[src/hdl/bilinear_grid_interpolator_top_assert.svh]
// Assertion macros of the interpolator RTL.
`ifndef BILINEAR_GRID_INTERPOLATOR_TOP_ASSERT_SVH
`define BILINEAR_GRID_INTERPOLATOR_TOP_ASSERT_SVH
`ifndef SYNTHESIS
`define BGI_ASSERT_NOW(lbl, clk, rst, ante, cons) \
   lbl: assert property (@(posedge clk) disable iff (rst) (ante) |-> (cons)) \
      else $error("bgi assertion failed");
`define BGI_ASSERT_NEXT(lbl, clk, rst, ante, cons) \
   lbl: assert property (@(posedge clk) disable iff (rst) (ante) |=> (cons)) \
      else $error("bgi assertion failed");
`else
`define BGI_ASSERT_NOW(lbl, clk, rst, ante, cons)
`define BGI_ASSERT_NEXT(lbl, clk, rst, ante, cons)
`endif
`endif

[src/hdl/bgi_pkg.sv]
// Shared types, constants and helpers of the bilinear grid interpolator.
package bgi_pkg;
   localparam int MAX_X_POINTS = 16;
   localparam int MAX_Y_POINTS = 16;
   localparam int X_IDX_W      = $clog2(MAX_X_POINTS);
   localparam int Y_IDX_W      = $clog2(MAX_Y_POINTS);
   localparam int CELL_ADDR_W  = X_IDX_W + Y_IDX_W;
   localparam int CELL_DEPTH   = MAX_X_POINTS * MAX_Y_POINTS;
   localparam int CNT_W        = 5;
   localparam int FRAC_W       = 17;
   localparam int QUO_W        = 16;
   localparam int DIV_W        = 33;
   localparam int MUL_B_W      = 33;
   localparam int PROD_W       = 50;
   localparam int ACC_W        = 67;
   localparam int SPLIT        = 25;
   localparam int PADDR_W      = 3;
   localparam logic [FRAC_W-1:0] FRAC_ONE = FRAC_W'(65536);

   typedef enum logic [1:0] {
      OP_LOAD_X    = 2'd0,
      OP_LOAD_Y    = 2'd1,
      OP_LOAD_CELL = 2'd2,
      OP_QUERY     = 2'd3
   } op_type;

   typedef enum logic {
      REG_X_COUNT = 1'b0,
      REG_Y_COUNT = 1'b1
   } reg_type;

   typedef enum logic [3:0] {
      ST_IDLE,
      ST_RD_FIRST,
      ST_RD_LAST,
      ST_SET_Q,
      ST_SCAN,
      ST_FRAC,
      ST_DIV_WAIT,
      ST_MAC,
      ST_OUT
   } state_type;

   typedef struct packed {
      logic busy;
      logic done;
   } div_stat_type;

   // Limits a point count register to the range the tables support.
   function automatic logic [CNT_W-1:0] eff_count(input logic [CNT_W-1:0] cnt,
                                                  input logic [CNT_W-1:0] max_cnt);
      logic [CNT_W-1:0] r;
      r = cnt;
      if (cnt < CNT_W'(2)) r = CNT_W'(2);
      else if (cnt > max_cnt) r = max_cnt;
      return r;
   endfunction
endpackage

[src/hdl/bgi_csr.sv]
// APB register file holding the axis point counts.
module bgi_csr import bgi_pkg::*;
(
   input  logic               clock,
   input  logic               reset,
   input  logic               psel,
   input  logic               penable,
   input  logic               pwrite,
   input  logic [PADDR_W-1:0] paddr,
   input  logic [31:0]        pwdata,
   output logic [31:0]        prdata,
   output logic               pready,
   output logic [CNT_W-1:0]   x_count,
   output logic [CNT_W-1:0]   y_count
);
   logic [CNT_W-1:0] x_count_ff;
   logic [CNT_W-1:0] y_count_ff;
   logic             wr_en;
   reg_type          sel;

   assign pready = 1'b1;
   assign wr_en  = psel && penable && pwrite;
   assign sel    = reg_type'(paddr[2]);

   always_ff @(posedge clock) begin
      if (reset) begin
         x_count_ff <= CNT_W'(16);
         y_count_ff <= CNT_W'(16);
      end else if (wr_en) begin
         case (sel)
            REG_X_COUNT: x_count_ff <= pwdata[CNT_W-1:0];
            REG_Y_COUNT: y_count_ff <= pwdata[CNT_W-1:0];
            default: ;
         endcase
      end
   end

   always_comb begin
      case (sel)
         REG_X_COUNT: prdata = {{(32-CNT_W){1'b0}}, x_count_ff};
         REG_Y_COUNT: prdata = {{(32-CNT_W){1'b0}}, y_count_ff};
         default:     prdata = '0;
      endcase
   end

   assign x_count = x_count_ff;
   assign y_count = y_count_ff;
endmodule

[config.mk]
export PLATFORM = sky130hd
export DESIGN_NAME = bgi_csr
export DESIGN_NICKNAME = d
export VERILOG_FILES = /design/src/hdl/bilinear_grid_interpolator_top_assert.svh /design/src/hdl/bgi_pkg.sv /design/src/hdl/bgi_csr.sv
export SDC_FILE = /design/constraint.sdc
export NUM_CORES = 1
export LEC_CHECK = 0
export BUFFER_PORTS_ARGS = -buffer_cell sky130_fd_sc_hd__buf_2
export CORE_ASPECT_RATIO = 1.2
export CORE_MARGIN = 2
export CORE_UTILIZATION = 30
export DETAILED_ROUTE_END_ITERATION = 8
export HOLD_SLACK_MARGIN = 0.03
export PLACE_DENSITY = 0.78
export RECOVER_POWER = 25
export SETUP_SLACK_MARGIN = 0.1
export SLEW_MARGIN = 10
export SYNTH_ARGS = -nofsm -noshare
export SYNTH_HDL_FRONTEND = slang
export SYNTH_SLANG_ARGS = --single-unit
[constraint.sdc]
create_clock -name clock -period 1.23 [get_ports clock]
set_input_delay 0.1845 -clock clock [delete_from_list [all_inputs] [get_ports clock]]
set_output_delay 0.1845 -clock clock [all_outputs]
set_load 0.05 [all_outputs]
* Word level (Yosys, flattened, before mapping) *
Cells that the tools add are included.

cells by class
  equality and inequality tests = 0
  multipliers = 0
  mux-type cells = 1
  order comparisons = 0
  reductions and logical operators = 4
  $add $sub $neg = 0
  shift-type cells = 0
  bitwise logic cells = 1
  divide/modulo/power cells = 0

operator list
  operator           number
  $pmux 32 s2        1
  $reduce_and 2->1   2
  $logic_and 1x1->1  2
  $not 1->1          1

storage, ports and cells
  memories kept = 0
  output and inout port bits = 43
  input port bits = 40
  flip-flop bits (word level) = 10
  memory bits (read-only) = 0
  word-level logic and storage cells = 8
  bits in latches = 0
  RAM bits = 0

* Longest topological paths before layout *
  depth after elaboration = 3
  depth in mapped cells = 4
  depth with buffers taken out = 2

* Least setup slack after synthesis *
OpenSTA, ideal clock, no wires.

  kind = register to output
  start point = register y_count_ff[0] (netlist: y_count[0])
  end point = output port prdata[0]
  required time = 1.046 ns
  stages on the path, launching flop included = 2
  path slack = -0.004 ns
  arrival time = 1.049 ns
  buffers on the path = 0
  path through = dfxtp_1 > mux2_2

on the way
  cells in the longest elaborated chain, start to end = 1

ends and longest elaborated chain
  item                      line           RTL
  start: declaration        bgi_csr.sv:17  logic [CNT_W-1:0] y_count_ff;
  start signal: assignment  bgi_csr.sv:32  REG_Y_COUNT: y_count_ff <= pwdata[CNT_W-1:0];
  $pmux 32 s2               bgi_csr.sv:39  case (sel)
  end: declaration          bgi_csr.sv:11  output logic [31:0] prdata,

No other way between the ends. The select of a mux whose other input is x is not followed.

* Worst setup path in the final report *
  start point = register x_count_ff[4] (netlist: x_count[4])
  end point = output port prdata[4]

on the way
  cells in the longest elaborated chain, start to end = 1

ends and longest elaborated chain
  item                      line           RTL
  start: declaration        bgi_csr.sv:16  logic [CNT_W-1:0] x_count_ff;
  start signal: assignment  bgi_csr.sv:31  REG_X_COUNT: x_count_ff <= pwdata[CNT_W-1:0];
  $pmux 32 s2               bgi_csr.sv:39

No other way between the ends. The select of a mux whose other input is x is not followed.

==> run metrics <==
outcome=complete, no violations; Post-Layout Cell Count=141; Synth warnings=0; Crit. End Element=output pin; hold crit path type=in2reg; f_max=834 MHz; detailed placer's ending HPWL=1070 um; number of buffers on the longest clock path=2; Final Setup Violations=0; Layout Utilization=a little over two fifths; Hold Path Depth=3; post-synthesis adder-cell area fraction=0%; Stages on worst setup path=2; Mean Syn Cell Area=9.38 um2; Pleak=between 0.0004 and 0.0005 uW; fin area=952 um2; xor/xnor share of the synthesized area=0%; total grt overflow=0; Tcrit/Tclk final=between 90% and 100%; Seq/Total Area, Yosys=27.7%; Die Wd=48.8 um; TritonCTS buffer count=3; per-cell routed wire length=10.5 um; post-synthesis mux area share=between 20% and 30%; DRC=0; Reg2Reg Setup Slack=0.51 ns; Max stage delay cell, worst path=dfxtp_2; gr usage total=10.5%; initial antenna violation count=0; Worst R2R Start=x_count[4]; Placement Rows=19; most frequent cells in the layout=28 x conb_1, 13 x buf_4, 12 x nand2b_1, 11 x buf_2, 10 x mux2i_1; met2 usage=22.9%; vias per cell=just under 4; die area=about 2800 um2; Seq cells post-synth=10; reg2reg end=x_count[4]; Max Slew Vio Count=0; Post-Synthesis Cells=77; DP Cell Count=roughly 130; cell area after placement=759 um2; final worst path period need=about 1.2 ns; vias in the first global route=around 520; PD cells=1000 nW/um2; peak supply drop=between 0.6 and 0.7 mV; area delta synth->final=31.9%; Fill cells=248; synth unique cells=13; Crit path buffers/inverters=1; R2R cell count=3; Worst EP arrival=1.01 ns; mapped cell area=722 um2; grt peak-use layer=met2; Post-DRT Antenna Nets=0; Crit path largest cell delay=0.32 ns; Core ar.=2280 um2; met1 usage=8.80%; Reg clk slew, reported paths=0.07 ns; met3 Track Usage GR=4.90%; initial DRC count=2; Clock Latency Late Sink=~0.26 ns; I/O pin total=83; layout cells sized above 1=between 40 and 50%; Startpoint Class=flop; final WL=1480 um; family with the most delay on the worst path=flip-flops; Sink Count=10; combinational family with the most area after synthesis=buffers and inverters; critical path required time=approximately 1.1 ns; Synth Area in Simple Gates=roughly 17%; Initial Util=31.6%; first-pass GRT wire length=2240 um; vias post-DR=549; H-tree levels=1; final hold violations=0; n_diodes=0; worst hold slack=0.181 ns; RSZ-0062 raised after global routing=yes; Critical Path Source=x_count[4]; Final nets=between 150 and 200; clock root cell=clkbuf_4; gpl congestion=approximately 0.65; most common cell after layout, fill and taps aside=conb_1; crit-path max FO=2; final clock skew=0 ns; overall die height=57.7 um; DR pass1 iterations=2; number of buffers added on ports=25; total power=956 uW; largest net degree at the start of global routing=16; Setup crit end=prdata[4]; CP Class=reg2out; CTS tree=yes; complex-gate fraction of the synthesized area=0%; crit-path cells=mux2_4 -> buf_8; max-cap violations=0
## final cells by class
cell class              count  area [um2]  area share, %
flip-flops and latches     10         210           22.1
multi-input cells          62         402           42.2
clock buffers               4        36.3           3.81
well taps                  31        38.8           4.07
repair buffers             34         265           27.9
## kinds of logic (layout without fill, tap and decap cells)
| kind of cell | count (synthesis) | count (layout) |
|---|---|---|
| mux | 15 | 15 |
| flops | 10 | 10 |
| other cells | 2 | 28 |
| simple gates | 19 | 19 |
| buf+inv | 31 | 38 |
## stage by stage
step | TNS, ns | setup WS [ns]
global route | -0.00970 | -0.00538
CTS | 0 | 0.0235
finish | 0 | 0.0312
global placement | 0 | 0.0999
floorplan | 0 | 0.188
detailed placement | 0 | 0.0841
## layer usage
metal	wire, um	share of wire [%]
met1	499	34
met2	864	58
met3	113	7.6
met4	0	0
met5	0	0
## cell usage after synthesis (all sizes together)
master  instances  area, um2
mux2i          10        100
nor2            3       11.3
and4            1       10.0
clkbuf          1       3.75
nand4b          1       8.76
mux2            5       56.3
dfxtp          10        200
conb            2       7.51
and4b           1       10.0
nand2b         12       75.1
nand4           1       6.26
buf            30        233
## tightest hold or removal path, stage by stage
cell and delay [ns]:
buf_2 0.07, nor2_1 0.04, mux2i_1 0.10
## how the worst min path moves through the flow
stage | startpoint | endpoint
5_1_grt | pwdata[2] | y_count[2]
4_1_cts | pwdata[4] | y_count[4]
6_report | pwdata[4] | y_count[4]
3_3_place_gp | pwdata[4] | y_count[4]
3_5_place_dp | pwdata[4] | y_count[4]
2_1_floorplan | pwdata[0] | x_count[0]
## where the power goes
| part | switching, uW | internal (uW) |
|---|---|---|
| logic | 265 | 61.6 |
| registers | 3.79 | 332 |
| clock network | 114 | 180 |
| total | 383 | 573 |
## sequential cells by signal, summed over array words and instances, names as in the netlist
register  flops
y_count       5
x_count       5
## what timing repair did
action                                  in CTS  in global routing
resized for setup                           20                 13
hold buffers                                 0                  0
buffers inserted                             9                  0
endpoints found under the setup margin       5                 14
hold endpoints to repair                     0                  0
Power figures use the tool's default switching activity.
