[src/hdl/bilinear_grid_interpolator_top_assert.svh]
// Assertion macros of the interpolator RTL.
`ifndef BILINEAR_GRID_INTERPOLATOR_TOP_ASSERT_SVH
`define BILINEAR_GRID_INTERPOLATOR_TOP_ASSERT_SVH
`ifndef SYNTHESIS
`define BGI_ASSERT_NOW(lbl, clk, rst, ante, cons) \
   lbl: assert property (@(posedge clk) disable iff (rst) (ante) |-> (cons)) \
      else $error("bgi assertion failed");
`define BGI_ASSERT_NEXT(lbl, clk, rst, ante, cons) \
   lbl: assert property (@(posedge clk) disable iff (rst) (ante) |=> (cons)) \
      else $error("bgi assertion failed");
`else
`define BGI_ASSERT_NOW(lbl, clk, rst, ante, cons)
`define BGI_ASSERT_NEXT(lbl, clk, rst, ante, cons)
`endif
`endif

[src/hdl/bgi_pkg.sv]
// Shared types, constants and helpers of the bilinear grid interpolator.
package bgi_pkg;
   localparam int MAX_X_POINTS = 16;
   localparam int MAX_Y_POINTS = 16;
   localparam int X_IDX_W      = $clog2(MAX_X_POINTS);
   localparam int Y_IDX_W      = $clog2(MAX_Y_POINTS);
   localparam int CELL_ADDR_W  = X_IDX_W + Y_IDX_W;
   localparam int CELL_DEPTH   = MAX_X_POINTS * MAX_Y_POINTS;
   localparam int CNT_W        = 5;
   localparam int FRAC_W       = 17;
   localparam int QUO_W        = 16;
   localparam int DIV_W        = 33;
   localparam int MUL_B_W      = 33;
   localparam int PROD_W       = 50;
   localparam int ACC_W        = 67;
   localparam int SPLIT        = 25;
   localparam int PADDR_W      = 3;
   localparam logic [FRAC_W-1:0] FRAC_ONE = FRAC_W'(65536);

   typedef enum logic [1:0] {
      OP_LOAD_X    = 2'd0,
      OP_LOAD_Y    = 2'd1,
      OP_LOAD_CELL = 2'd2,
      OP_QUERY     = 2'd3
   } op_type;

   typedef enum logic {
      REG_X_COUNT = 1'b0,
      REG_Y_COUNT = 1'b1
   } reg_type;

   typedef enum logic [3:0] {
      ST_IDLE,
      ST_RD_FIRST,
      ST_RD_LAST,
      ST_SET_Q,
      ST_SCAN,
      ST_FRAC,
      ST_DIV_WAIT,
      ST_MAC,
      ST_OUT
   } state_type;

   typedef struct packed {
      logic busy;
      logic done;
   } div_stat_type;

   // Limits a point count register to the range the tables support.
   function automatic logic [CNT_W-1:0] eff_count(input logic [CNT_W-1:0] cnt,
                                                  input logic [CNT_W-1:0] max_cnt);
      logic [CNT_W-1:0] r;
      r = cnt;
      if (cnt < CNT_W'(2)) r = CNT_W'(2);
      else if (cnt > max_cnt) r = max_cnt;
      return r;
   endfunction
endpackage

[src/hdl/bgi_mul.sv]
// Shared registered multiplier: unsigned weight times signed operand.
module bgi_mul import bgi_pkg::*;
(
   input  logic                      clock,
   input  logic [FRAC_W-1:0]         a,
   input  logic signed [MUL_B_W-1:0] b,
   output logic signed [PROD_W-1:0]  prod
);
   logic signed [FRAC_W+MUL_B_W:0] full;
   logic signed [PROD_W-1:0]       prod_ff;

   assign full = $signed({1'b0, a}) * b;

   always_ff @(posedge clock) begin
      prod_ff <= full[PROD_W-1:0];
   end

   assign prod = prod_ff;
endmodule

[config.mk]
export PLATFORM = sky130hd
export DESIGN_NAME = bgi_mul
export DESIGN_NICKNAME = d
export VERILOG_FILES = /design/src/hdl/bilinear_grid_interpolator_top_assert.svh /design/src/hdl/bgi_pkg.sv /design/src/hdl/bgi_mul.sv
export SDC_FILE = /design/constraint.sdc
export NUM_CORES = 1
export LEC_CHECK = 0
export ABC_AREA = 1
export BUFFER_PORTS_ARGS = -buffer_cell sky130_fd_sc_hd__buf_2
export CORE_MARGIN = 5
export CORE_UTILIZATION = 40
export CTS_CLUSTER_SIZE = 8
export DETAILED_ROUTE_END_ITERATION = 16
export GPL_ROUTABILITY_DRIVEN = 1
export REMOVE_ABC_BUFFERS = 1
export SLEW_MARGIN = 20
export SYNTH_ARGS = -nofsm -noshare
export SYNTH_HDL_FRONTEND = slang
export SYNTH_SLANG_ARGS = --single-unit
[constraint.sdc]
create_clock -name clock -period 8.75 [get_ports clock]
set_clock_uncertainty 0.05 [all_clocks]
set_input_delay 0.4375 -clock clock [delete_from_list [all_inputs] [get_ports clock]]
set_output_delay 0.4375 -clock clock [all_outputs]
set_load 0.02 [all_outputs]
# Word-level counts from Yosys, hierarchy flattened
# Index checks and enable logic that the tools add are counted.
[op_classes]
mul = 1
[op_table]
columns = ["op", "n"]
rows = [
  ["$mul A18 B33 Y50", 1],
]
[totals]
regBits = 50
inputBits = 51
out_inout_bits = 50
wordCells = 2

# Logic depth before layout (Yosys ltp)
[depth]
ltp_word = 1
ltp_mapped = 27
ltp_nobuf = 25

# Worst setup path before layout
# Ideal clock, no wire load.
[synth_path]
path_type = "input -> register"
startpoint = "in b[32]"
endpoint = "reg prod_ff[47], in the netlist prod[47]"
setup_ns = 0.113
t_arrival_ns = 5.596
t_required_ns = 8.587
path_slack_ns = 2.991
path_stages = 22
n_path_buf = 2
cell_sequence = "clkbuf_1 clkbuf_1 nand2_1 fa_1 fa_1 inv_1 fa_1 fa_1 fa_1 inv_1 fa_1 inv_1 ha_1 nand2_1 nor2_2 inv_1 nor2_1 nand2_1 nor2_1 nand2_1 nand4_1 nand2_1"
[synth_via]
elab_chain_cells = 1
[synth_rtl]
columns = ["item", "line", "rtl"]
rows = [
  ["start: declaration", "bgi_mul.sv:6", "input logic signed [MUL_B_W-1:0] b,"],
  ["$mul A18 B33 Y50", "bgi_mul.sv:12", "assign full = $signed({1'b0, a}) * b;"],
  ["net full[47]", "bgi_mul.sv:9", "logic signed [FRAC_W+MUL_B_W:0] full;"],
  ["end signal: assignment", "bgi_mul.sv:15", "prod_ff <= full[PROD_W-1:0];"],
  ["end: declaration", "bgi_mul.sv:10", "logic signed [PROD_W-1:0] prod_ff;"],
]
# The timed path passes the listed nets, and every way through them passes these cells.

# Worst setup path after layout
[layout_path]
startpoint = "in a[3]"
endpoint = "reg prod_ff[42], in the netlist prod[42]"
[layout_via]
elab_chain_cells = 1
[layout_rtl]
columns = ["item", "line", "rtl"]
rows = [
  ["start: declaration", "bgi_mul.sv:5", "input logic [FRAC_W-1:0] a,"],
  ["$mul A18 B33 Y50", "bgi_mul.sv:12", ""],
  ["net full[42]", "bgi_mul.sv:9", ""],
]
# The timed path passes the listed nets, and every way through them passes these cells.

==> flow_summary.yaml <==
drt:
  ant_nets: 0
  avgRoutedWirePerCell_um: 15.4
  firstDrtPassIters: 6
  wl_um: 59900
  drc: 0
  vias_per_cell: 4.49
  drt-initial-drc-count: 931
  vias: 17500
place:
  dpl.hpwl_um: 49900
  dp_slack_ns: 2.26
  port_buffers: 100
  gp_congestion: 0.909
global_routing:
  grt_max_degree: 34
  grt_overflow: 0
  antenna_found_initial: 2
  first_global_vias: 18900
  track_usage_pct: 20.0
  grt_first_pass_wirelength_um: 100000
cts:
  path_clk_slew_ns: 0.08
  ctsHoldBuffers: 0
  cts_made_buffers: 5
  cts.sinks: 50
  max-clock-path-buffers: 2
  cts-root-buf: "clkbuf_16"
  cts_tree: "built"
  cts.repair.resized: 0
  h-tree-depth: 2
  cts_setup_buffers: 0
critical_path:
  criticalPathCategory: "input pin to flip-flop"
  path_max_fanout: 33
  cp.arrival_ns: 6.35
  crit_required_ns: 8.91
  startpoint_type: "input pin"
  end_kind: "flip-flop"
floorplan:
  die_w_um: 249
  core_area_mm2: 0.0565
  rows: 87
  die_h_um: 249
  pin_count: 101
  design.die.area_mm2: 0.0621
  start_util_pct: 40.5
sta:
  hold_viol: 0
  grt_setup_unrepaired: "false"
  finalMaxSlewViolations: 0
  tns_ns: 0
  post-route-period-util_pct: 70.7
  clock.fmax_ghz: 0.162
  fin_crit_ns: 6.19
  setup_viol: 0
  setup_slack_ns: 2.56
  tightest_slew_ns: 0.949
  slew_headroom_pct: 36.8
final_layout:
  drive_gt1_share_pct: 5.46
  largest_register_ffs: 50
  finalNetCount: 3829
  area_growth_pct: 4.80
  antenna_cells: 0
logic_synthesis:
  yosysSeqAreaShare_pct: 4.38
  synth_cell_types: 27
  avgSynthCellArea_um2: 7.24
  synth_warnings: 0
  synth_top_area_share_pct: 46.5
  synth.top_cells.by_area: "fa_1 46%, inv_1 19%, nand2_1 15%"
  syn_inst: 3157
  ys_ff_latch: 50
  syn_area_mm2: 0.0229
  yosysTopAreaCell: "fa_1"
hold_path:
  holdCritStartpoint: "b[0]"
  min_to: "prod[0]"
  min_path_cells: 3
  hold_class: "input pin to flip-flop"
status:
  status: "finished clean"
job:
  cap_violations: 0
-- per-stage QoR --
| stage | hold slack [ns] | util [%] | instances | area (um^2) |
|---|---|---|---|---|
| after floorplan | 0.481 | - | 3023 | 22400 |
| after global placement | 0.804 | 42.2 | 3879 | 23800 |
| after detailed placement | 0.804 | 42.2 | 3879 | 23800 |
| after CTS | 0.568 | 42.4 | 3887 | 24000 |
| after global routing | 0.584 | 42.4 | 3887 | 24000 |
| final | 0.564 | 42.4 | 3887 | 24000 |
-- layer usage --
| metal | wire length [um] | up-vias | GRT usage (%) | part of all wire [%] |
|---|---|---|---|---|
| met5 | 0 | - | 0 | 0 |
| met4 | 1510 | 0 | 4.56 | 2.5 |
| met3 | 2830 | 89 | 2.04 | 4.7 |
| met2 | 29800 | 385 | 35.9 | 50 |
| met1 | 25800 | 8558 | 26.3 | 43 |
| li1 | - | 8424 | - | - |
-- logic make-up (layout without fill, tap and decap cells) --
group | count (synthesis) | in the layout | synth area share (%)
buf+inv | 1297 | 1271 | 21.3
compound gates | 58 | 58 | 1.38
flops | 50 | 50 | 4.38
fa+ha+maj | 648 | 648 | 52.9
xor+xnor | 26 | 26 | 0.996
simple gates | 1078 | 1078 | 19.1
-- critical path: stages --
cell,delay (ns)
buf_2,0.63
nand2_1,0.30
fa_1,0.81
fa_1,0.49
inv_1,0.28
fa_1,0.51
fa_1,0.51
fa_1,0.49
inv_1,0.05
fa_1,0.47
inv_1,0.04
ha_1,0.37
a21oi_1,0.22
o21ai_0,0.17
inv_1,0.08
o21ai_0,0.08
a21oi_1,0.18
nand3_1,0.10
nand2_1,0.07
nand2_1,0.05
-- Yosys cell counts, drive strengths merged --
cell type / instances
clkbuf: 134
fa: 531
o21bai: 6
inv: 1163
o21ai: 8
nand2b: 1
o211ai: 1
nand2: 927
a21oi: 42
xor2: 15
xnor2: 11
ha: 117
or2: 1
nand4: 15
a21o: 1
nand3: 49
nor3: 9
nand3b: 3
dfxtp: 50
nor2: 73
-- cell usage in the layout, fill, tap and decap left out --
cell       instances
a21oi_1           42
dfxtp_1           50
nand3_2            4
xor2_1            15
nor2_2            14
ha_1             117
nor3_2             7
nand2_1          907
o21ai_0            8
o21bai_1           6
nand4_1           15
nor2_1            53
nand2_2           19
nand3b_1           3
clkbuf_16          5
or2_2              1
o211ai_2           1
clkinv_4           2
nor3_1             2
fa_1             531
inv_8              1
xnor2_1           11
nand2_4            1
inv_2             10
nand2b_1           1
nand3_1           45
a21o_1             1
inv_1           1153
nor2_4             6
buf_2            100
-- how the worst max path moves through the flow --
stage | slack (ns) | end | start
floorplan | 3.57 | prod[47] | b[32]
global placement | 2.32 | prod[42] | a[3]
detailed placement | 2.26 | prod[44] | a[3]
CTS | 2.60 | prod[44] | a[3]
global route | 2.10 | prod[47] | a[3]
finish | 2.56 | prod[42] | a[3]
-- layout make-up --
| cell class | instances | area (um^2) |
|---|---|---|
| clock buffers | 5 | 125 |
| multi-input cells | 1810 | 17000 |
| repair buffers | 100 | 500 |
| well taps | 756 | 946 |
| fillers | 5958 | 32500 |
| clock inverters | 3 | 28.8 |
| flip-flops and latches | 50 | 1000 |
| inverters | 1163 | 4370 |
Power is left out: the tool's default activity adds up to more than one toggle a clock period on the data nets, which glitch-free logic cannot reach.
