File: config.mk
export PLATFORM = sky130hd
export DESIGN_NAME = bgi_div
export DESIGN_NICKNAME = d
export VERILOG_FILES = /design/src/hdl/bilinear_grid_interpolator_top_assert.svh /design/src/hdl/bgi_pkg.sv /design/src/hdl/bgi_div.sv
export SDC_FILE = /design/constraint.sdc
export NUM_CORES = 1
export LEC_CHECK = 0
export BUFFER_PORTS_ARGS = -buffer_cell sky130_fd_sc_hd__buf_2
export CORE_MARGIN = 2
export CORE_UTILIZATION = 45
export DETAILED_ROUTE_END_ITERATION = 10
export PLACE_DENSITY = 0.76
export SETUP_SLACK_MARGIN = 0.2
export SYNTH_ARGS = -nofsm -noshare
export SYNTH_HDL_FRONTEND = slang
export SYNTH_SLANG_ARGS = --single-unit
File: constraint.sdc
create_clock -name clock -period 3.95 [get_ports clock]
set_clock_uncertainty 0.1 [all_clocks]
set_input_delay 0.395 -clock clock [delete_from_list [all_inputs] [get_ports clock]]
set_output_delay 0.395 -clock clock [all_outputs]
set_load 0.03 [all_outputs]
File: src/hdl/bilinear_grid_interpolator_top_assert.svh
// Assertion macros of the interpolator RTL.
`ifndef BILINEAR_GRID_INTERPOLATOR_TOP_ASSERT_SVH
`define BILINEAR_GRID_INTERPOLATOR_TOP_ASSERT_SVH
`ifndef SYNTHESIS
`define BGI_ASSERT_NOW(lbl, clk, rst, ante, cons) \
   lbl: assert property (@(posedge clk) disable iff (rst) (ante) |-> (cons)) \
      else $error("bgi assertion failed");
`define BGI_ASSERT_NEXT(lbl, clk, rst, ante, cons) \
   lbl: assert property (@(posedge clk) disable iff (rst) (ante) |=> (cons)) \
      else $error("bgi assertion failed");
`else
`define BGI_ASSERT_NOW(lbl, clk, rst, ante, cons)
`define BGI_ASSERT_NEXT(lbl, clk, rst, ante, cons)
`endif
`endif

File: src/hdl/bgi_pkg.sv
// Shared types, constants and helpers of the bilinear grid interpolator.
package bgi_pkg;
   localparam int MAX_X_POINTS = 16;
   localparam int MAX_Y_POINTS = 16;
   localparam int X_IDX_W      = $clog2(MAX_X_POINTS);
   localparam int Y_IDX_W      = $clog2(MAX_Y_POINTS);
   localparam int CELL_ADDR_W  = X_IDX_W + Y_IDX_W;
   localparam int CELL_DEPTH   = MAX_X_POINTS * MAX_Y_POINTS;
   localparam int CNT_W        = 5;
   localparam int FRAC_W       = 17;
   localparam int QUO_W        = 16;
   localparam int DIV_W        = 33;
   localparam int MUL_B_W      = 33;
   localparam int PROD_W       = 50;
   localparam int ACC_W        = 67;
   localparam int SPLIT        = 25;
   localparam int PADDR_W      = 3;
   localparam logic [FRAC_W-1:0] FRAC_ONE = FRAC_W'(65536);

   typedef enum logic [1:0] {
      OP_LOAD_X    = 2'd0,
      OP_LOAD_Y    = 2'd1,
      OP_LOAD_CELL = 2'd2,
      OP_QUERY     = 2'd3
   } op_type;

   typedef enum logic {
      REG_X_COUNT = 1'b0,
      REG_Y_COUNT = 1'b1
   } reg_type;

   typedef enum logic [3:0] {
      ST_IDLE,
      ST_RD_FIRST,
      ST_RD_LAST,
      ST_SET_Q,
      ST_SCAN,
      ST_FRAC,
      ST_DIV_WAIT,
      ST_MAC,
      ST_OUT
   } state_type;

   typedef struct packed {
      logic busy;
      logic done;
   } div_stat_type;

   // Limits a point count register to the range the tables support.
   function automatic logic [CNT_W-1:0] eff_count(input logic [CNT_W-1:0] cnt,
                                                  input logic [CNT_W-1:0] max_cnt);
      logic [CNT_W-1:0] r;
      r = cnt;
      if (cnt < CNT_W'(2)) r = CNT_W'(2);
      else if (cnt > max_cnt) r = max_cnt;
      return r;
   endfunction
endpackage

File: src/hdl/bgi_div.sv
// Restoring divider, one quotient bit per cycle, for the axis fractions.
module bgi_div import bgi_pkg::*;
(
   input  logic               clock,
   input  logic               reset,
   input  logic               start,
   input  logic [DIV_W-1:0]   num,
   input  logic [DIV_W-1:0]   den,
   output logic [QUO_W-1:0]   quo,
   output div_stat_type       stat
);
   logic [DIV_W:0]     rem_ff;
   logic [DIV_W-1:0]   den_ff;
   logic [QUO_W-1:0]   quo_ff;
   logic [4:0]         cnt_ff;
   logic               busy_ff;
   logic               done_ff;
   logic [DIV_W:0]     trial;
   logic [DIV_W:0]     diff;
   logic               take;

   // The dividend is below the divisor, so the shifted remainder fits.
   assign trial = {rem_ff[DIV_W-1:0], 1'b0};
   assign diff  = trial - {1'b0, den_ff};
   assign take  = trial >= {1'b0, den_ff};

   always_ff @(posedge clock) begin
      if (reset) begin
         busy_ff <= 1'b0;
         done_ff <= 1'b0;
         cnt_ff  <= '0;
      end else begin
         done_ff <= 1'b0;
         if (start) begin
            busy_ff <= 1'b1;
            cnt_ff  <= 5'(QUO_W);
         end else if (busy_ff) begin
            cnt_ff <= cnt_ff - 5'd1;
            if (cnt_ff == 5'd1) begin
               busy_ff <= 1'b0;
               done_ff <= 1'b1;
            end
         end
      end
   end

   always_ff @(posedge clock) begin
      if (start) begin
         rem_ff <= {1'b0, num};
         den_ff <= den;
         quo_ff <= '0;
      end else if (busy_ff) begin
         rem_ff <= take ? diff : trial;
         quo_ff <= {quo_ff[QUO_W-2:0], take};
      end
   end

   assign quo       = quo_ff;
   assign stat.busy = busy_ff;
   assign stat.done = done_ff;
endmodule

* Word level (Yosys, flattened, before mapping)
Index checks and enable logic that the tools add are counted.
** Cells by class
- Muxes and demuxes :: 9
- Reductions and logical operators :: 3
- Add/sub/neg operators :: 2
- Equal/unequal tests :: 1
- Bitwise gates (word level) :: 1
- Order comparisons :: 1
** Operators with widths (count)
- 33-bit 2-to-1 mux :: 3
- 34-bit by 33-bit greater-or-equal comparator with 1-bit output :: 1
- 33-bit subtractor :: 1
- 5-bit 2-to-1 mux :: 2
- 5-bit by 1-bit equality test with 1-bit output, second input constant :: 1
- 5-bit by 1-bit subtractor with 5-bit output, second input constant :: 1
- 1-bit 2-to-1 mux :: 4
- 3-bit OR reduction :: 1
- 2-bit nonzero test :: 1
- 2-bit OR reduction :: 1
- 1-bit inverter :: 1
** Word-level totals
- Register bits after elaboration :: 89
- Word-level logic and storage cells :: 24
- Output and inout bits :: 18
- Input port bits :: 69

* Depth between registers and ports, before layout
Gate-level depths: netlist of the first run.
- Word-level depth :: 4
- Mapped depth :: 14
- Gate-level depth less buffers :: 10

* Worst setup path after synthesis of the first run
Ideal clock, no wire load.
- Path kind :: register to register
- From :: register rem_ff[22]
- To :: register rem_ff[10], data pin
- Path slack :: 0.717 ns
- Data arrival time :: 2.873 ns
- Period minus slack after synthesis :: 3.233 ns
- Data required time :: 3.590 ns
- Cell stages (with the launch flop) :: 12
- Path buffers :: 2
- Cell sequence :: edfxtp_1 -> ha_1 -> a21o_1 -> a21oi_1 -> nor2_1 -> or4_4 -> a311o_1 -> o21a_1 -> buf_6 -> buf_12 -> mux2_4 -> mux2_2
** Between the ends
- Cells in the longest elaborated chain, start to end :: 4
** Ends and longest elaborated chain
- start: declaration :: RTL line bgi_div.sv:12 : logic [DIV_W:0] rem_ff;
- start signal: assignment :: RTL line bgi_div.sv:49 : rem_ff <= {1'b0, num};
- start signal: assignment :: RTL line bgi_div.sv:53 : rem_ff <= take ? diff : trial;
- 34-bit by 33-bit greater-or-equal comparator with 1-bit output :: RTL line bgi_div.sv:25 : assign take = trial >= {1'b0, den_ff};
- 33-bit 2-to-1 mux :: RTL line bgi_div.sv:53
- 33-bit 2-to-1 mux :: RTL line bgi_div.sv:52 : end else if (busy_ff) begin
- 33-bit 2-to-1 mux :: RTL line bgi_div.sv:48 : if (start) begin
No other way between the ends. The select of a mux whose other input is x is not followed.
A chain may end at the register's enable or synchronous reset.

* Worst setup path in the final report of the first run
- From :: register rem_ff[0]
- To :: register rem_ff[2], data pin
** Between the ends
- Cells in the longest elaborated chain, start to end :: 4
** Ends and longest elaborated chain (RTL line)
- 33-bit subtractor / 34-bit by 33-bit greater-or-equal comparator with 1-bit output (equally long branches) :: bgi_div.sv:24, bgi_div.sv:25
- 33-bit 2-to-1 mux * :: bgi_div.sv:53
- 33-bit 2-to-1 mux * :: bgi_div.sv:52
- 33-bit 2-to-1 mux * :: bgi_div.sv:48
Mark *: on every way between the ends. The rest lies on a longest branch, timed or not. The select of a mux whose other input is x is not followed.

==> key figures, run 1 <==
STA
  – Final Hold Fails: 0
  – RSZ-0062 raised after global routing: no
  – Hold slack final: about 0.11 ns
  – Worst slew pin tran: between 0.8 and 0.9 ns
  – Final Cycle Share: 0.8755
  – Slew Limit Fails: 0
  – Slew HR: 0.4283
  – Final setup violation count: 0
  – Setup TNS: 0 ns
  – Achievable Freq: approximately 0.29 GHz
  – Tmin final: roughly 3.5 ns

Setup path
  – Slowest stage delay, CP: ~0.45 ns
  – CP Launch Type: flop
  – Most common cell on crit path: mux2_2
  – Required time of the worst setup path: about 4.0 ns
  – Worst path buffer plus inverter count: 2
  – Endpoint class of the critical path: flop
  – CP max FO: 18
  – Critical path, cell by cell: inv_1 > fa_1 > nand2b_1 > a211oi_1 > o31a_1 > nor2_1 > o21ai_0 > o21a_1 > buf_6 > mux2_2 > mux2_2
  – Worst reg-to-reg setup slack: about 0.5 ns
  – CP delay by family, top: compound AO/OA/AOI/OAI gates
  – WP data arrival: ~3.5 ns
  – Slowest cell on the critical path: fa_1
  – Critical path class: reg -> reg

Yosys
  – Post-synthesis register bit count: slightly below 90
  – Post-synthesis xor/xnor area fraction: 0.04387
  – Post-synth EDFFs: 66
  – Synthesized area: just under 6000 sq um
  – Synth Net Count: ~680
  – Synth unique cells: 64
  – Main synth FF type: edfxtp_1
  – Synth Instances: 571
  – Synth Area per Inst: roughly 10 sq um
  – Syn. warnings: 0
  – Synth Area in Adders: 0.07910
  – Register area share after synthesis: 0.4219
  – Compound-cell area share of the yosys netlist: 0.1435
  – Simple-Gate Fraction of Synth Area: 0.1403
  – Post-synth ARST share: 0
  – Main combinational cell family by area after synthesis: compound AO/OA/AOI/OAI gates
  – Mux contribution to synthesized area: 0.1115

Clock network
  – Root buf cell: clkbuf_16
  – Worst-path clk slew: 0.07 ns
  – CTS Buf Count: 9
  – Clock Path Buffers: 2
  – CTS H-tree lvls: 3
  – Setup bufs post-CTS: 0
  – Worst-skew pair later-pin latency: roughly 0.36 ns
  – Sink Count: about 90
  – CTS tree: built
  – Hold Buf Count CTS: 0
  – # resized after CTS: 0

Global routing
  – First-pass GRT wire length: 21540 um
  – Gr ovfl total: 0
  – Initial antenna violation count: 0
  – Tot GR Track Use: 0.1916
  – Number of global-route vias before repair: ~4500
  – Largest net degree at the start of global routing: 59

Routing
  – Detailed Route Iter0 Violations: between 200 and 250
  – Vias per cell: approximately 5.4
  – Routed WL per cell: 15.22 um
  – DRC viols: 0
  – Routed wire length: ~12000 um
  – Routed Antenna Nets: 0
  – DR pass1 iterations: 4
  – DR vias: between 4000 and 5000

Floorplan
  – Die height: between 100 and 150 um
  – Initial Util: 0.4606
  – Die area: roughly 14000 sq um
  – Core area: 12570 sq um
  – I/O pins: slightly below 90
  – Row cnt: about 40
  – Chip width: 117.4 um

Flow run
  – Max-cap violations: 0

Place
  – # port buffers: 86
  – Cell Area, Placed: roughly 6300 sq um
  – Cell count after placement: 805
  – Gp weighted congestion: 0.9159
  – DP Wirelength: 9148 um

Run status
  – Status: completed

Worst hold path
  – Worst Hold Class: in -> reg

Power and ir drop
  – LEAKAGE: between 2 and 3 nW
  – VDD IR-drop max: around 320 uV
  – Pwr dens: a little under 700 nW/um^2

Layout
  – Antenna diodes: 0
  – P&R area growth vs syn: 14.39%
  – Fin cells: about 800
  – Reg area: 2442 sq um
  – Proportion of layout cells with a drive suffix above 1: 0.2404
  – Multi-input gate area: 3000 sq um
  – Filler Cell Count: 1140
  – Design Area, Final: 6623 sq um
  – Final net count: between 700 and 800
-- path summary, 6_finish.rpt --
path / start / end / cells after the start
max reg2reg: rem_ff[0] / rem_ff[2] / 11
min reg2reg: cnt_ff[1] / cnt_ff[1] / 2
min: den[14] / den_ff[14] / 1
max: rem_ff[0] / rem_ff[2] / 11
-- sequential cells by signal, indices dropped and copies added (netlist names) --
name	flops
busy_ff	1
cnt_ff	5
den_ff	33
done_ff	1
rem_ff	33
quo	16
-- routing by layer --
metal	wire (um)	up-vias	global-route usage
li1	-	2214	-
met2	5974	107	0.3132
met5	0	-	0
met1	5770	2055	0.2495
met4	193	0	0.05422
met3	554	17	0.05302
-- final cells by class --
| type | count | area share |
|---|---|---|
| inverter | 50 | 0.02834 |
| sequential | 89 | 0.3688 |
| timing repair buffer | 91 | 0.07160 |
| clock inverter | 5 | 0.005857 |
| clock buffer | 11 | 0.03986 |
| multi-input combinational | 403 | 0.4531 |
| tap | 172 | 0.03250 |
-- kinds of logic (layout without fill, tap and decap cells) --
group,count (synthesis),count (layout)
AO/OA/AOI/OAI,124,124
XOR/XNOR,29,29
adder cells (fa/ha/maj),36,36
buffers and inverters,79,157
flip-flops,89,89
multiplexers,55,55
AND/OR/NAND/NOR,159,159
-- synth_stat cells, types with 13 or more instances --
library cell | instances | area (sq um)
nand2_1 | 31 | 116.4
o21ai_0 | 18 | 90.09
edfxtp_1 | 66 | 1982
mux2_4 | 13 | 195.2
dfxtp_1 | 23 | 460.4
nor3_1 | 15 | 75.07
mux2i_1 | 18 | 180.2
nor2_1 | 48 | 180.2
a21oi_1 | 40 | 200.2
xnor2_1 | 18 | 157.7
mux2_2 | 24 | 270.3
ha_1 | 35 | 437.9
inv_1 | 50 | 187.7
-- layout by cell type, fill, tap and decap left out, types with 3 or more instances in the layout --
master and count:
a2111oi_0 3, a211oi_1 4, a21boi_0 4, a21o_1 12, a21oi_1 40, a221o_1 4, a31oi_1 5, buf_2 85
buf_4 5, clkbuf_16 10, dfxtp_1 23, edfxtp_1 66, ha_1 35, inv_1 50, inv_6 3, mux2_2 24
mux2_4 13, mux2i_1 18, nand2_1 31, nand2b_1 6, nand3_1 11, nand4_1 10, nor2_1 48, nor2b_1 9
nor3_1 15, nor3b_1 6, nor4_1 3, o211ai_1 4, o21a_1 6, o21ai_0 18, o21bai_1 6, o31ai_1 5
xnor2_1 18, xor2_1 11
-- metrics by stage --
stage | setup slack, ns | util | total power [mW]
3_3_place_gp | 0.5726 | 0.5025 | 3.621
4_1_cts | 0.4476 | 0.5266 | 4.564
3_5_place_dp | 0.4729 | 0.5025 | 3.670
2_1_floorplan | 0.7172 | - | 3.240
6_report | 0.4917 | 0.5269 | 4.556
5_1_grt | 0.2497 | 0.5269 | 4.904
-- worst reg2reg max path, stage by stage, from the launching register on --
cell and delay [ns]:
edfxtp_1 0.36, inv_1 0.08, fa_1 0.45, nand2b_1 0.20
a211oi_1 0.37, o31a_1 0.23, nor2_1 0.12, o21ai_0 0.24
o21a_1 0.20, buf_6 0.24, mux2_2 0.37, mux2_2 0.26
-- report_power, final --
group          switching, mW  internal, mW
clock                  0.383         0.489
combinational           1.25          1.10
sequential            0.0942          1.24
total                   1.72          2.83
Note: power is estimated with default switching activity, not from simulation.
==> run 2, diff against run 1 <==
--- a/config.mk
+++ b/config.mk
@@ -10,5 +10,7 @@
 export CORE_UTILIZATION = 45
 export DETAILED_ROUTE_END_ITERATION = 10
+export MAX_ROUTING_LAYER = met4
 export PLACE_DENSITY = 0.76
+export REMOVE_ABC_BUFFERS = 1
 export SETUP_SLACK_MARGIN = 0.2
 export SYNTH_ARGS = -nofsm -noshare
--- a/constraint.sdc
+++ b/constraint.sdc
@@ -3,3 +3,3 @@
 set_input_delay 0.395 -clock clock [delete_from_list [all_inputs] [get_ports clock]]
 set_output_delay 0.395 -clock clock [all_outputs]
-set_load 0.03 [all_outputs]
+set_load 0.02 [all_outputs]
==> run 2 against run 1 <==
Clock-buffer cell count is 1 lower. Sequential power hardly changed. First-iteration DRC count is 4.0% higher. Clock power is 3.2% lower. Routed wire length is 1.7% higher. Die area stayed put. Maximum frequency is 0.58% lower. Design area hardly changed. Register-to-register slack worse by 0.02 ns. Setup slack worse by 0.020 ns. Via count is 0.36% higher.
==> key figures, run 2 (synthesized netlist as in run 1, its figures left out) <==
Routing
  – Vias per cell: around 5.4
  – DRC viols: 0
  – DR pass1 iterations: 4
  – Routed WL per cell: 15.44 um
  – Routed wire length: about 13000 um
  – Routed Antenna Nets: 0
  – DR vias: ~4400
  – Detailed Route Iter0 Violations: 259

Layout
  – P&R area growth vs syn: 14.44%
  – Antenna diodes: 0
  – Leading cell types in the layout, fill and taps excluded: buf_2, edfxtp_1, inv_1
  – Filler Cell Count: 1155
  – Proportion of layout cells with a drive suffix above 1: 0.2427
  – Design Area, Final: approximately 6600 sq um
  – Final net count: 751
  – Commonest non-fill, non-tap cell in the layout: buf_2

Clock network
  – Sink Count: 89
  – Hold Buf Count CTS: 0
  – Clock Path Buffers: 2
  – Worst-path clk slew: about 0.070 ns
  – CTS tree: built
  – Worst-skew pair later-pin latency: 0.35 ns
  – CTS H-tree lvls: 3
  – Root buf cell: clkbuf_16
  – Setup bufs post-CTS: 0
  – CTS Buf Count: 9
  – # resized after CTS: 0

Place
  – Cell Area, Placed: 6331 sq um
  – DP Wirelength: roughly 9300 um
  – # port buffers: 86
  – Gp weighted congestion: around 0.86

STA
  – Final Cycle Share: 0.8807
  – RSZ-0062 raised after global routing: no
  – Slew Limit Fails: 0
  – Final Hold Fails: 0
  – Slew HR: 0.4003
  – Setup TNS: 0 ns
  – Achievable Freq: 0.2875 GHz
  – Final setup violation count: 0
  – Worst slew pin tran: roughly 0.9 ns
  – Tmin final: 3.479 ns

Setup path
  – Required time of the worst setup path: around 4 ns
  – Endpoint class of the critical path: flop
  – WP data arrival: between 3 and 4 ns
  – Slowest cell on the critical path: fa_1
  – Most common cell on crit path: mux2_2
  – Critical path class: reg -> reg
  – Slowest stage delay, CP: around 0.47 ns
  – Critical path, cell by cell: inv_1 > fa_1 > nand2b_1 > a211oi_1 > o31a_1 > nor2_1 > o21ai_0 > o21a_1 > buf_4 > mux2_2 > mux2_2
  – CP Launch Type: flop
  – CP max FO: 15

Floorplan
  – Chip width: 117.4 um
  – I/O pins: 87
  – Die height: between 100 and 150 um
  – Initial Util: 0.4606
  – Core area: between 10000 and 15000 sq um
  – Die area: around 14000 sq um
  – Row cnt: 41

Global routing
  – Number of global-route vias before repair: 4462
  – Tot GR Track Use: 0.1960
  – Largest net degree at the start of global routing: approximately 80
  – First-pass GRT wire length: 21250 um
  – Gr ovfl total: 0
  – Initial antenna violation count: 0

Flow run
  – Max-cap violations: 0

Run status
  – Status: completed

Power and ir drop
  – LEAKAGE: 2.856 nW
  – Pwr dens: roughly 700 nW/um^2
  – VDD IR-drop max: ~300 uV

Worst hold path
  – Worst Hold Class: in -> reg
-- run 2: final timing paths --
path | from | to | slack, ns | depth (start not counted)
setup reg to reg | rem_ff[0] | rem_ff[4] | 0.47 | 11
setup / recovery | rem_ff[0] | rem_ff[4] | 0.47 | 11
hold reg to reg | quo[0] | quo[0] | 0.41 | 2
hold / removal | den[0] | den_ff[0] | 0.11 | 1
-- run 2: through the flow --
step / power (mW) / cells / hold slack (ns) / util / setup WS [ns]
after floorplan: 3.157 / 542 / 0.3674 / - / 0.1840
after global routing: 4.877 / 823 / 0.09970 / 0.5271 / 0.2503
after global placement: 3.638 / 807 / 0.3748 / 0.5037 / 0.5890
after CTS: 4.558 / 823 / 0.1025 / 0.5271 / 0.4507
after detailed placement: 3.691 / 807 / 0.4055 / 0.5037 / 0.4827
final: 4.547 / 823 / 0.1145 / 0.5271 / 0.4714
-- run 2: layout make-up --
type	instances	area, sq um	area share
Tap cell	172	215.2	0.03248
Sequential cell	89	2442	0.3686
Timing Repair Buffer	93	485.5	0.07328
Inverter	50	187.7	0.02833
Multi-Input combinational cell	403	3000	0.4529
Clock buffer	10	239.0	0.03607
Clock inverter	6	55.05	0.008310
-- run 2: report_power, final --
part           internal, mW  total [mW]  switching, mW  leakage (nW)
Sequential             1.24        1.34         0.0958         0.842
Clock                 0.458       0.845          0.387         0.146
Combinational          1.11        2.37           1.25          1.87
Total                  2.81        4.55           1.73          2.86
-- run 2: critical path, delay by kind of cell, from the launching register on --
kind                     cells  cell delay (ns)
adder cells (fa/ha/maj)      1             0.47
flip-flops                   1             0.36
AND/OR/NAND/NOR              2             0.31
buffers and inverters        2             0.35
AO/OA/AOI/OAI                4             1.00
multiplexers                 2             0.63
-- run 2: per-layer routing --
metal | share of wire | vias up | track usage
met5 | 0 | - | -
met4 | 0.012 | 0 | 0.05949
met3 | 0.046 | 12 | 0.04718
met2 | 0.46 | 100 | 0.3015
met1 | 0.48 | 2070 | 0.2576
li1 | - | 2227 | -
